===== src/hw/rtl/assert_macros.svh =====
// Assertion macros for the RTL of the lidar packet parser; lpp_decode includes them.
`ifndef ASSERT_MACROS_SVH
`define ASSERT_MACROS_SVH

`ifndef SYNTH

// Checks that an expression holds at every rising clock edge outside reset.
`define LPP_ASSERT(label, clk, rst_n, expr) \
  label: assert property (@(posedge clk) disable iff (!rst_n) (expr)) \
    else $error("lidar parser assertion failed");

// Checks that a consequent holds in the cycle after an antecedent.
`define LPP_ASSERT_NEXT(label, clk, rst_n, ante, cons) \
  label: assert property (@(posedge clk) disable iff (!rst_n) (ante) |=> (cons)) \
    else $error("lidar parser assertion failed");

`else

`define LPP_ASSERT(label, clk, rst_n, expr)
`define LPP_ASSERT_NEXT(label, clk, rst_n, ante, cons)

`endif

`endif


===== src/hw/rtl/lpp_pkg.sv =====
// Types, constants and helper functions of the lidar packet parser.
package lpp_pkg;

  localparam int unsigned ByteW     = 8;
  localparam int unsigned WordW     = 16;
  localparam int unsigned AngleW    = 9;
  localparam int unsigned RpmW      = 13;
  localparam int unsigned PosW      = 6;
  localparam int unsigned CfgIndexW = 2;

  localparam logic [ByteW-1:0]  StartByte  = 8'hFA;
  localparam logic [ByteW-1:0]  IndexLow   = 8'hA0;
  localparam logic [ByteW-1:0]  IndexHigh  = 8'hDB;
  localparam logic [WordW-1:0]  NearReset  = 16'd200;
  localparam logic [WordW-1:0]  ClampReset = 16'd3500;
  localparam logic [AngleW-1:0] TopAngle   = 9'd359;

  localparam logic [PosW-1:0] PosHunt      = 6'd0;
  localparam logic [PosW-1:0] PosIndex     = 6'd1;
  localparam logic [PosW-1:0] PosSpeedLo   = 6'd2;
  localparam logic [PosW-1:0] PosSpeedHi   = 6'd3;
  localparam logic [PosW-1:0] PosFirstRead = 6'd4;
  localparam logic [PosW-1:0] PosReadEnd   = 6'd39;
  localparam logic [PosW-1:0] PosLast      = 6'd41;

  localparam logic [2:0] OffDistHi   = 3'd3;
  localparam logic [2:0] OffLast     = 3'd5;
  localparam logic [2:0] ReadingLast = 3'd5;

  // Reciprocal of ten in 19 fractional bits; exact for every 16-bit dividend.
  localparam logic [WordW-1:0] RecipTen   = 16'hCCCD;
  localparam int unsigned      RecipShift = 19;

  typedef enum logic [CfgIndexW-1:0] {
    CFG_SAT_ENABLE  = 2'd0,
    CFG_NEAR_LIMIT  = 2'd1,
    CFG_CLAMP_LIMIT = 2'd2
  } cfg_idx_t;

  typedef struct packed {
    logic             sat_enable;
    logic [WordW-1:0] near_limit;
    logic [WordW-1:0] clamp_limit;
  } cfg_t;

  typedef struct packed {
    logic             valid;
    logic [ByteW-1:0] rx_byte;
  } in_item_t;

  function automatic logic [RpmW-1:0] div_by_ten(input logic [WordW-1:0] x);
    logic [2*WordW-1:0] prod;
    prod = x * RecipTen;
    return prod[RecipShift +: RpmW];
  endfunction

  // Base angle of a packet: 359 minus six degrees for each index step.
  function automatic logic [AngleW-1:0] base_angle_of(input logic [ByteW-1:0] idx);
    logic [ByteW-1:0]   diff;
    logic [AngleW-1:0]  step;
    diff = idx - IndexLow;
    step = {1'b0, diff[5:0], 2'b00} + {2'b00, diff[5:0], 1'b0};
    return TopAngle - step;
  endfunction

endpackage


===== src/hw/rtl/lpp_cfg_regs.sv =====
// Configuration registers of the lidar packet parser.
module lpp_cfg_regs (
  input  logic                          clk,
  input  logic                          rst_n,
  input  logic                          cfg_valid,
  output logic                          cfg_ready,
  input  logic [lpp_pkg::CfgIndexW-1:0] cfg_index,
  input  logic [lpp_pkg::WordW-1:0]     cfg_wdata,
  output lpp_pkg::cfg_t                 cfg
);
  import lpp_pkg::*;

  cfg_t cfg_r;

  assign cfg_ready = 1'b1;
  assign cfg       = cfg_r;

  always_ff @(posedge clk) begin
    if (!rst_n) begin
      cfg_r.sat_enable  <= 1'b1;
      cfg_r.near_limit  <= NearReset;
      cfg_r.clamp_limit <= ClampReset;
    end else if (cfg_valid && cfg_ready) begin
      case (cfg_index)
        CFG_SAT_ENABLE:  cfg_r.sat_enable  <= cfg_wdata[0];
        CFG_NEAR_LIMIT:  cfg_r.near_limit  <= cfg_wdata;
        CFG_CLAMP_LIMIT: cfg_r.clamp_limit <= cfg_wdata;
        default: ;
      endcase
    end
  end

endmodule


===== src/hw/rtl/lpp_in_reg.sv =====
// Input register stage that holds one received byte for the decoder.
module lpp_in_reg (
  input  logic                      clk,
  input  logic                      rst_n,
  input  logic                      in_valid,
  output logic                      in_stall,
  input  logic [lpp_pkg::ByteW-1:0] in_rx_byte,
  input  logic                      advance,
  output lpp_pkg::in_item_t         item
);
  import lpp_pkg::*;

  logic             valid_r, valid_nxt;
  logic [ByteW-1:0] byte_r, byte_nxt;
  logic             take;

  // The held byte blocks a new transfer only when the decoder cannot take it.
  assign in_stall = valid_r && !advance;
  assign take     = in_valid && !in_stall;

  always_comb begin
    valid_nxt = valid_r;
    byte_nxt  = byte_r;
    if (take) begin
      valid_nxt = 1'b1;
      byte_nxt  = in_rx_byte;
    end else if (advance) begin
      valid_nxt = 1'b0;
    end
  end

  always_ff @(posedge clk) begin
    if (!rst_n) begin
      valid_r <= 1'b0;
    end else begin
      valid_r <= valid_nxt;
    end
  end

  always_ff @(posedge clk) begin
    byte_r <= byte_nxt;
  end

  assign item.valid   = valid_r;
  assign item.rx_byte = byte_r;

endmodule


===== src/hw/rtl/lpp_decode.sv =====
// Packet framing, field decoding and the result register of the parser.
`include "assert_macros.svh"

module lpp_decode (
  input  logic                       clk,
  input  logic                       rst_n,
  input  lpp_pkg::cfg_t              cfg,
  input  lpp_pkg::in_item_t          item,
  output logic                       advance,
  output logic                       out_valid,
  input  logic                       out_stall,
  output logic [lpp_pkg::AngleW-1:0] out_angle_deg,
  output logic [lpp_pkg::WordW-1:0]  out_distance,
  output logic [lpp_pkg::WordW-1:0]  out_intensity,
  output logic [lpp_pkg::RpmW-1:0]   out_rpm,
  output logic                       out_packet_last
);
  import lpp_pkg::*;

  logic [PosW-1:0]   pos_r, pos_nxt;
  logic              good_r, good_nxt;
  logic [AngleW-1:0] base_r, base_nxt;
  logic [ByteW-1:0]  speed_lo_r, speed_lo_nxt;
  logic [RpmW-1:0]   rpm_r, rpm_nxt;
  logic [23:0]       held_r, held_nxt;
  logic [2:0]        rnum_r, rnum_nxt;
  logic [2:0]        off_r, off_nxt;

  logic              out_valid_r, out_valid_nxt;
  logic [AngleW-1:0] angle_r, angle_nxt;
  logic [WordW-1:0]  dist_r, dist_nxt;
  logic [WordW-1:0]  inten_r, inten_nxt;
  logic [RpmW-1:0]   orpm_r, orpm_nxt;
  logic              last_r, last_nxt;

  logic              fire;
  logic [ByteW-1:0]  b;
  logic [WordW-1:0]  raw_dist;
  logic [WordW-1:0]  sat_dist;
  logic              result_fire;
  logic              rnum_last;

  assign advance = !out_valid_r || !out_stall;
  assign fire    = item.valid && advance;
  assign b       = item.rx_byte;

  assign result_fire = fire && out_valid_nxt;
  assign rnum_last   = (rnum_r == ReadingLast);

  assign raw_dist = {b, held_r[23:16]};
  assign sat_dist = (cfg.sat_enable && (raw_dist > cfg.near_limit)) ?
                    cfg.clamp_limit : raw_dist;

  always_comb begin
    pos_nxt       = pos_r;
    good_nxt      = good_r;
    base_nxt      = base_r;
    speed_lo_nxt  = speed_lo_r;
    rpm_nxt       = rpm_r;
    held_nxt      = held_r;
    rnum_nxt      = rnum_r;
    off_nxt       = off_r;
    out_valid_nxt = out_valid_r && out_stall;
    angle_nxt     = angle_r;
    dist_nxt      = dist_r;
    inten_nxt     = inten_r;
    orpm_nxt      = orpm_r;
    last_nxt      = last_r;

    if (fire) begin
      if (pos_r == PosHunt) begin
        if (b == StartByte) begin
          pos_nxt = PosIndex;
        end
      end else begin
        if (pos_r == PosIndex) begin
          good_nxt = (b >= IndexLow) && (b <= IndexHigh);
          base_nxt = good_nxt ? base_angle_of(b) : '0;
          rnum_nxt = '0;
          held_nxt = '0;
        end else if (pos_r == PosSpeedLo) begin
          speed_lo_nxt = b;
        end else if (pos_r == PosSpeedHi) begin
          rpm_nxt = div_by_ten({b, speed_lo_r});
          off_nxt = '0;
        end else if (pos_r inside {[PosFirstRead:PosReadEnd]}) begin
          off_nxt = (off_r == OffLast) ? 3'd0 : off_r + 3'd1;
          case (off_r)
            3'd0: held_nxt[7:0]   = b;
            3'd1: held_nxt[15:8]  = b;
            3'd2: held_nxt[23:16] = b;
            OffDistHi: begin
              // A reading completes on its high distance byte.
              if (good_r) begin
                out_valid_nxt = 1'b1;
                angle_nxt     = base_r - {6'd0, rnum_r};
                dist_nxt      = (sat_dist > cfg.clamp_limit) ? cfg.clamp_limit : sat_dist;
                inten_nxt     = held_r[15:0];
                orpm_nxt      = rpm_r;
                last_nxt      = (rnum_r == ReadingLast);
              end
              rnum_nxt = rnum_r + 3'd1;
            end
            default: ;
          endcase
        end
        pos_nxt = (pos_r >= PosLast) ? PosHunt : pos_r + 6'd1;
      end
    end
  end

  always_ff @(posedge clk) begin
    if (!rst_n) begin
      pos_r       <= PosHunt;
      good_r      <= 1'b0;
      base_r      <= '0;
      speed_lo_r  <= '0;
      rpm_r       <= '0;
      held_r      <= '0;
      rnum_r      <= '0;
      off_r       <= '0;
      out_valid_r <= 1'b0;
    end else begin
      pos_r       <= pos_nxt;
      good_r      <= good_nxt;
      base_r      <= base_nxt;
      speed_lo_r  <= speed_lo_nxt;
      rpm_r       <= rpm_nxt;
      held_r      <= held_nxt;
      rnum_r      <= rnum_nxt;
      off_r       <= off_nxt;
      out_valid_r <= out_valid_nxt;
    end
  end

  always_ff @(posedge clk) begin
    angle_r <= angle_nxt;
    dist_r  <= dist_nxt;
    inten_r <= inten_nxt;
    orpm_r  <= orpm_nxt;
    last_r  <= last_nxt;
  end

  assign out_valid       = out_valid_r;
  assign out_angle_deg   = angle_r;
  assign out_distance    = dist_r;
  assign out_intensity   = inten_r;
  assign out_rpm         = orpm_r;
  assign out_packet_last = last_r;

  `LPP_ASSERT(a_pos_range, clk, rst_n, pos_r <= PosLast)
  `LPP_ASSERT(a_off_range, clk, rst_n, off_r <= OffLast)
  `LPP_ASSERT_NEXT(a_hunt_step, clk, rst_n, fire && (pos_r == PosHunt), pos_r <= PosIndex)
  `LPP_ASSERT_NEXT(a_last_count, clk, rst_n, result_fire, out_packet_last == $past(rnum_last))

endmodule


===== src/hw/rtl/lidar_packet_parser_core.sv =====
// Top level of the lidar packet parser: byte framing and reading decode.
//
//   Channel  Direction  Handshake           Payload
//   in       input      in_valid/in_stall   in_rx_byte
//   out      output     out_valid/out_stall angle_deg, distance, intensity, rpm, packet_last
//   cfg      input      cfg_valid/cfg_ready cfg_index, cfg_wdata
//
// One byte is taken per cycle unless out_stall holds the decoder; the high distance byte of a
// reading in a good-index packet passes the input register, then loads the result register.
// The rate is set by the input register and the result register, one byte each per cycle.
// Reset (rst_n low, synchronous) returns the block to hunting for the start byte
// and loads the limit registers with their default values.
// A stalled result holds the decoder; the input then stalls once its register is full.
module lidar_packet_parser_core (
  input  logic                          clk,
  input  logic                          rst_n,
  input  logic                          in_valid,
  output logic                          in_stall,
  input  logic [lpp_pkg::ByteW-1:0]     in_rx_byte,
  output logic                          out_valid,
  input  logic                          out_stall,
  output logic [lpp_pkg::AngleW-1:0]    out_angle_deg,
  output logic [lpp_pkg::WordW-1:0]     out_distance,
  output logic [lpp_pkg::WordW-1:0]     out_intensity,
  output logic [lpp_pkg::RpmW-1:0]      out_rpm,
  output logic                          out_packet_last,
  input  logic                          cfg_valid,
  output logic                          cfg_ready,
  input  logic [lpp_pkg::CfgIndexW-1:0] cfg_index,
  input  logic [lpp_pkg::WordW-1:0]     cfg_wdata
);
  import lpp_pkg::*;

  cfg_t     cfg;
  in_item_t item;
  logic     advance;

  lpp_cfg_regs u_cfg (
    .clk       (clk),
    .rst_n     (rst_n),
    .cfg_valid (cfg_valid),
    .cfg_ready (cfg_ready),
    .cfg_index (cfg_index),
    .cfg_wdata (cfg_wdata),
    .cfg       (cfg)
  );

  lpp_in_reg u_in (
    .clk        (clk),
    .rst_n      (rst_n),
    .in_valid   (in_valid),
    .in_stall   (in_stall),
    .in_rx_byte (in_rx_byte),
    .advance    (advance),
    .item       (item)
  );

  lpp_decode u_dec (
    .clk             (clk),
    .rst_n           (rst_n),
    .cfg             (cfg),
    .item            (item),
    .advance         (advance),
    .out_valid       (out_valid),
    .out_stall       (out_stall),
    .out_angle_deg   (out_angle_deg),
    .out_distance    (out_distance),
    .out_intensity   (out_intensity),
    .out_rpm         (out_rpm),
    .out_packet_last (out_packet_last)
  );

endmodule


===== config.mk =====
export PLATFORM = sky130hd
export DESIGN_NAME = lidar_packet_parser_core
export DESIGN_NICKNAME = d
export VERILOG_FILES = /design/src/hw/rtl/lpp_pkg.sv /design/src/hw/rtl/lpp_cfg_regs.sv /design/src/hw/rtl/lpp_in_reg.sv /design/src/hw/rtl/lpp_decode.sv /design/src/hw/rtl/lidar_packet_parser_core.sv
export VERILOG_INCLUDE_DIRS = /design/src /design/src/hw/rtl
export SDC_FILE = /design/constraint.sdc
export NUM_CORES = 1
export LEC_CHECK = 0
export BUFFER_PORTS_ARGS = -buffer_cell sky130_fd_sc_hd__buf_2
export CORE_MARGIN = 4
export CORE_UTILIZATION = 50
export CTS_CLUSTER_DIAMETER = 100
export DETAILED_ROUTE_END_ITERATION = 16
export GPL_TIMING_DRIVEN = 0
export PLACE_DENSITY = 0.68
export REMOVE_ABC_BUFFERS = 1
export SLEW_MARGIN = 25
export SYNTH_ARGS = -nofsm -noshare
export SYNTH_HDL_FRONTEND = slang
export SYNTH_SLANG_ARGS = --single-unit

===== constraint.sdc =====
create_clock -name clk -period 7.55 [get_ports clk]
set_input_delay 1.1325 -clock clk [delete_from_list [all_inputs] [get_ports clk]]
set_output_delay 1.1325 -clock clk [all_outputs]
set_load 0.03 [all_outputs]

# Yosys cells after proc, flatten, opt, wreduce, memory -nomap -nowiden
# Index checks and enable logic that the tools add are counted.
[op_classes] add_sub_neg=7 n_mul=1 order_cmp=7 eq_ne=14 mux=31 bitwise_logic=4 n_reduce_logical=35
[ops] operator="24-bit 2-to-1 mux" count=4
[ops] operator="16-bit greater-than comparator" count=2
[ops] operator="16-bit by 16-bit multiplier with 32-bit output, second input constant" count=1
[ops] operator="16-bit 2-to-1 mux" count=2
[ops] operator="3-bit 2-to-1 mux" count=8
[ops] operator="8-bit 2-to-1 mux" count=3
[ops] operator="6-bit AND reduction" count=4
[ops] operator="6-bit 2-to-1 mux" count=3
[ops] operator="2-bit nonzero test" count=7
[ops] operator="6-bit by 2-bit equality test with 1-bit output, second input constant" count=2
[ops] operator="1-bit 2-to-1 mux" count=10
[ops] operator="5-bit AND reduction" count=2
[ops] operator="8-bit by 7-bit adder with 9-bit output" count=1
[ops] operator="9-bit 2-to-1 mux" count=1
[ops] operator="9-bit by 3-bit subtractor with 9-bit output" count=1
[ops] operator="9-bit subtractor, first input constant" count=1
[ops] operator="8-bit equality test, second input constant" count=1
[ops] operator="8-bit greater-or-equal comparator, second input constant" count=1
[ops] operator="8-bit less-or-equal comparator, second input constant" count=1
[ops] operator="2-bit AND reduction" count=4
[ops] operator="8-bit AND reduction" count=1
[ops] operator="1-bit logical AND" count=7
[ops] operator="3-bit by 1-bit adder with 3-bit output, second input constant" count=2
[ops] operator="6-bit by 1-bit adder with 6-bit output, second input constant" count=1
[ops] operator="20 further kinds" count=29
[totals] ff_bits=165 in_bits=31 out_inout_bits=58 word_cells=120

# Logic depth before layout (Yosys ltp)
[logic_depth] word_depth=9 depth_mapped=22 ltp_nobuf=21

# Hierarchy
# A second synthesis with hierarchy kept.
[hier_totals] cells_unflattened=1270 hier_area_um2=12685.9
[by_module_without_submodules] module="lpp_decode" instances=1 cells_per_inst=1118 area_per_inst_um2=11036.8 seq_area_each_um2=2992.9
[by_module_without_submodules] module="lpp_cfg_regs" instances=1 cells_per_inst=139 area_per_inst_um2=1353.8 seq_area_each_um2=660.6
[by_module_without_submodules] module="lpp_in_reg" instances=1 cells_per_inst=13 area_per_inst_um2=295.3 seq_area_each_um2=260.2

# Worst setup path before layout
# OpenSTA, ideal clock, no wires.
[synth_path] path_kind="register to register" start="reg u_in.byte_r[0]" end="reg u_dec.rpm_r[12]" arrival_ns=5.353 required_time_ns=7.488 slack_ns=2.135 stages_incl_launch_ff=19 n_path_buf=0 period_less_slack_ns=5.415 cell_sequence="edfxtp_1 inv_1 ha_1 inv_1 fa_1 fa_1 fa_1 fa_1 inv_1 fa_1 ha_1 inv_1 nor2_1 and3_1 nand2_1 o21ai_0 a41oi_1 or4b_1 nand3_1"
[synth_between] elab_chain_len=1
[synth_lines] item="start: declaration" line_no="lpp_in_reg.sv:14" text="logic [ByteW-1:0] byte_r, byte_nxt;"
[synth_lines] item="start signal: assignment" line_no="lpp_in_reg.sv:41" text="byte_r <= byte_nxt;"
[synth_lines] item="16-bit by 16-bit multiplier with 32-bit output" line_no="lpp_pkg.sv:53" text="prod = x * RecipTen;"
[synth_lines] item="end signal: assignment" line_no="lpp_decode.sv:128" text="rpm_r <= rpm_nxt;"
[synth_lines] item="end: declaration" line_no="lpp_decode.sv:24" text="logic [RpmW-1:0] rpm_r, rpm_nxt;"
# Every way passes these cells.
# A chain may end at the register's enable or synchronous reset.

# Worst setup path in the final report
# Same ends and word-level chain as after synthesis.

==> impl_metrics.env <==
export IMPL_run_status="finished, final reports clean"
export IMPL_effective_utilization_at_floorplan_pct=50.96
export IMPL_use_met2_pct=35.56
export IMPL_design_portCount=89
export IMPL_grt_total_usage_pct=20.66
export IMPL_num_vias=8825
export IMPL_setup_repair_after_global_routing_missed_its_margin="no"
export IMPL_internal_power_mw=1.975
export IMPL_postSynthCellCount=1232
export IMPL_r2r_end="u_dec.rpm_r[12]"
export IMPL_groute_layer_met3_usage_pct=3.861
export IMPL_worst_skew_pair_late_latency_ps=430
export IMPL_dpl_cell_area_um2=13180
export IMPL_synth_main_ff_cell="dfxtp_1"
export IMPL_synth_seq_area_share_pct=31.48
export IMPL_timing_setup_tns_ps=0
export IMPL_irDropWorstVdd_uv=201.3
export IMPL_max_cap_viol_count=0
export IMPL_power_sequential_fraction_pct=29.3
export IMPL_clock_skew_ps=9.384
export IMPL_area_growth_syn_to_layout_pct=11.05
export IMPL_hold_path_cell_count=0
export IMPL_synth_edff_count=63
export IMPL_remaining_drc_errors=0
export IMPL_grt_start_max_net_pins=78
export IMPL_synth_area_per_cell_um2=10.09
export IMPL_numCtsBuffers=17
export IMPL_number_of_global_route_vias_before_repair=8898
export IMPL_antennaDiodeCount=0
export IMPL_dieWidth_um=165.7
export IMPL_switching_power_mw=1.262
export IMPL_worstSetupPathType="register to register"
export IMPL_viasPerCell=5.368
export IMPL_leakage_dissipation_nw=6.296
export IMPL_crit_required_ps=7920
export IMPL_max_slew_worst_pin_slew_ps=997.8
export IMPL_clock_path_buffers=2
export IMPL_initial_antenna_violation_count=0
export IMPL_slowest_delay_ps=670
export IMPL_clockRootBuffer="clkbuf_16"
export IMPL_die_height_um=165.7
export IMPL_route_final_wire_length_um=28030
export IMPL_reg2regPathDepth=18
export IMPL_drtAntennaViolNets=0
export IMPL_power_density_nw_per_um2=234.5
export IMPL_die_area_um2=27450
export IMPL_ys_types=71
export IMPL_number_of_resized_instances_in_the_post_cts_repair_step=0
export IMPL_fp_coreArea_um2=24390
export IMPL_hold_path_class="register to register"
export IMPL_timing_final_crit_period_ps=6721
export IMPL_first_iter_violations=483
export IMPL_clock_power_share_pct=27.9
export IMPL_ys_seq_elements=164
export IMPL_dpl_hpwl_um=21850
export IMPL_globalRouteMet1Util_pct=26.51
export IMPL_startpoint_type="register"
export IMPL_crit_fanout=8
export IMPL_globalRouteOverflowTotal=0
export IMPL_detail_route_wl_per_cell_um=17.05
export IMPL_netlist_top_cells_area="ha_1, dfxtp_1, edfxtp_1, fa_1, inv_1"
export IMPL_cp_data_arrival_time_ps=7090
export IMPL_cts_tree="yes"
export IMPL_rr_startpoint="u_in.byte_r[0]"
export IMPL_grt_pass1_wl_um=46290
export IMPL_fmaxAchievable_mhz=148.8
export IMPL_port_buffer_count=87
export IMPL_path_clk_slew_ps=70
export IMPL_most_frequently_used_cell_type_in_the_post_synthesis_netlist="inv_1"
export IMPL_gp_congestion=0.9092
export IMPL_synth_largest_type_area_fraction_pct=18.82
export IMPL_drt_pass1_iter_count=5
export IMPL_ctsHtreeMaxLevel=4
export IMPL_hold_violations_final=0
export IMPL_worst_path_max_delay_cell="edfxtp_1"
export IMPL_yosys_area_top_type="ha_1"
export IMPL_path_common_cell="fa_1"
export IMPL_core_rowCount=57
export IMPL_maxSlewHeadroom_pct=33.48
export IMPL_numClockSinks=164
export IMPL_commonest_cells_in_the_netlist="inv_1, ha_1, nand2_1"
export IMPL_timing_final_crit_share_pct=89.01
export IMPL_layout_cell_share_with_drive_strength_beyond_1_pct=11.44
export IMPL_ys_warnings_count=0
export IMPL_postSynth_asyncResetShare_pct=0
export IMPL_switching_share_pct=38.99
export IMPL_layout_nets=1607
export IMPL_worstPathCellList="inv_1 -> ha_1 -> inv_1 -> fa_1 -> fa_1 -> fa_1 -> fa_1 -> inv_1 -> fa_1 -> ha_1 -> inv_1 -> nor2_1 -> and3_1 -> nand2_1 -> o21ai_0 -> a41oi_1 -> or4b_1 -> nand3_1"
export IMPL_setup_violations_final=0
export IMPL_hold_path_endpoint="u_dec.out_intensity[8]"
export IMPL_syn_cell_area_um2=12430
export IMPL_timing_max_transition_violations_final=0
export IMPL_post_cts_buffers=0
export IMPL_layer_carrying_the_most_global_route_usage="met2"
export IMPL_finish_instance_area_um2=13800
export IMPL_postCtsHoldBufs=0
export IMPL_min_delay_start="u_dec.held_r[8]"
export IMPL_share_of_power_burned_in_combinational_logic_pct=42.8
export IMPL_setup_worst_path_end_class="register"
export IMPL_rrSetupSlack_ps=830
placed cells by master, fill, tap and decap left out, drive strengths merged, types with 4 or more instances in the layout:
master	n
a211oi	4
a21boi	27
a21o	22
a21oi	49
and2	16
and3	9
buf	88
clkbuf	17
clkinv	6
dfxtp	101
edfxtp	63
fa	82
ha	187
inv	217
mux2	15
mux2i	45
nand2	106
nand2b	6
nand3	16
nand4	10
nor2	24
nor2b	46
nor3	4
nor3b	6
o211ai	15
o21a	9
o21ai	46
o221ai	4
xnor2	15
xor2	13
per-stage QoR:
step / instances / worst slack (ps) / util [%] / hold WS [ps] / power, mW
after floorplan: 1200 / 2136 / - / 407.6 / 1.974
after global placement: 1611 / 1034 / 53.83 / 414.8 / 2.300
after detailed placement: 1612 / 993.7 / 54.02 / 414.8 / 2.328
after CTS: 1644 / 934.1 / 56.60 / 433.3 / 3.257
after global routing: 1644 / 591.4 / 56.60 / 438.0 / 3.477
final: 1644 / 829.5 / 56.60 / 431.2 / 3.238
metal layers:
metal	vias up	part of all wire [%]
met1	4267	43
li1	4313	-
met4	0	2.5
met5	-	0
met3	44	4.6
met2	201	50
cells by family (layout without fill, tap and decap cells):
group	count (synthesis)	in the layout	share of synthesized area (%)
mux	60	60	5.043
fa+ha+maj	269	269	32.03
flops	164	164	31.48
buf+inv	241	329	7.458
other cells	1	1	0.03017
xor+xnor	28	28	1.973
compound gates	208	208	11.14
simple gates	261	261	10.84
cell type report:
| class | count | area, µm² |
|---|---|---|
| inverter | 209 | 787.0 |
| clock inverter | 15 | 202.7 |
| clock buffer | 17 | 425.4 |
| sequential | 164 | 3914 |
| timing repair buffer | 88 | 465.4 |
| multi-input combinational | 827 | 7605 |
| fill | 2157 | 10590 |
| tap | 324 | 405.4 |
power groups by stage:
stage	registers [mW]	clock network, mW	logic (mW)
final	0.948	0.905	1.38
after global placement	0.968	0	1.33
after global routing	0.949	0.958	1.57
after detailed placement	0.968	0	1.36
after CTS	0.948	0.924	1.39
after floorplan	0.957	0	1.02
worst max path at each step:
stage / from / end / slack [ps] / depth (start not counted)
after floorplan: u_in.byte_r[0] / u_dec.rpm_r[12] / 2140 / 18
after CTS: u_in.byte_r[0] / u_dec.rpm_r[12] / 930 / 18
after global placement: u_in.byte_r[0] / u_dec.rpm_r[12] / 1030 / 18
after global routing: u_in.byte_r[0] / u_dec.rpm_r[12] / 590 / 18
after detailed placement: u_in.byte_r[0] / u_dec.rpm_r[12] / 990 / 18
final: u_in.byte_r[0] / u_dec.rpm_r[12] / 830 / 18
state kept, by name (all words and copies together), names as in the netlist, 9 cells and up:
signal               flops
u_dec.base_r             9
u_dec.out_distance      16
u_dec.held_r            24
u_dec.rpm_r             13
u_dec.out_rpm           13
u_cfg.cfg               33
u_dec.out_intensity     16
u_dec.out_angle_deg      9
worst max-delay path: cells and delay by family (launching register included):
kind	cells	cell delay (ps)
AO/OA/AOI/OAI	2	640
adder cells (fa/ha/maj)	7	3570
buffers and inverters	4	610
flip-flops	1	670
AND/OR/NAND/NOR	5	1160
Note: power is estimated with default switching activity, not from simulation.
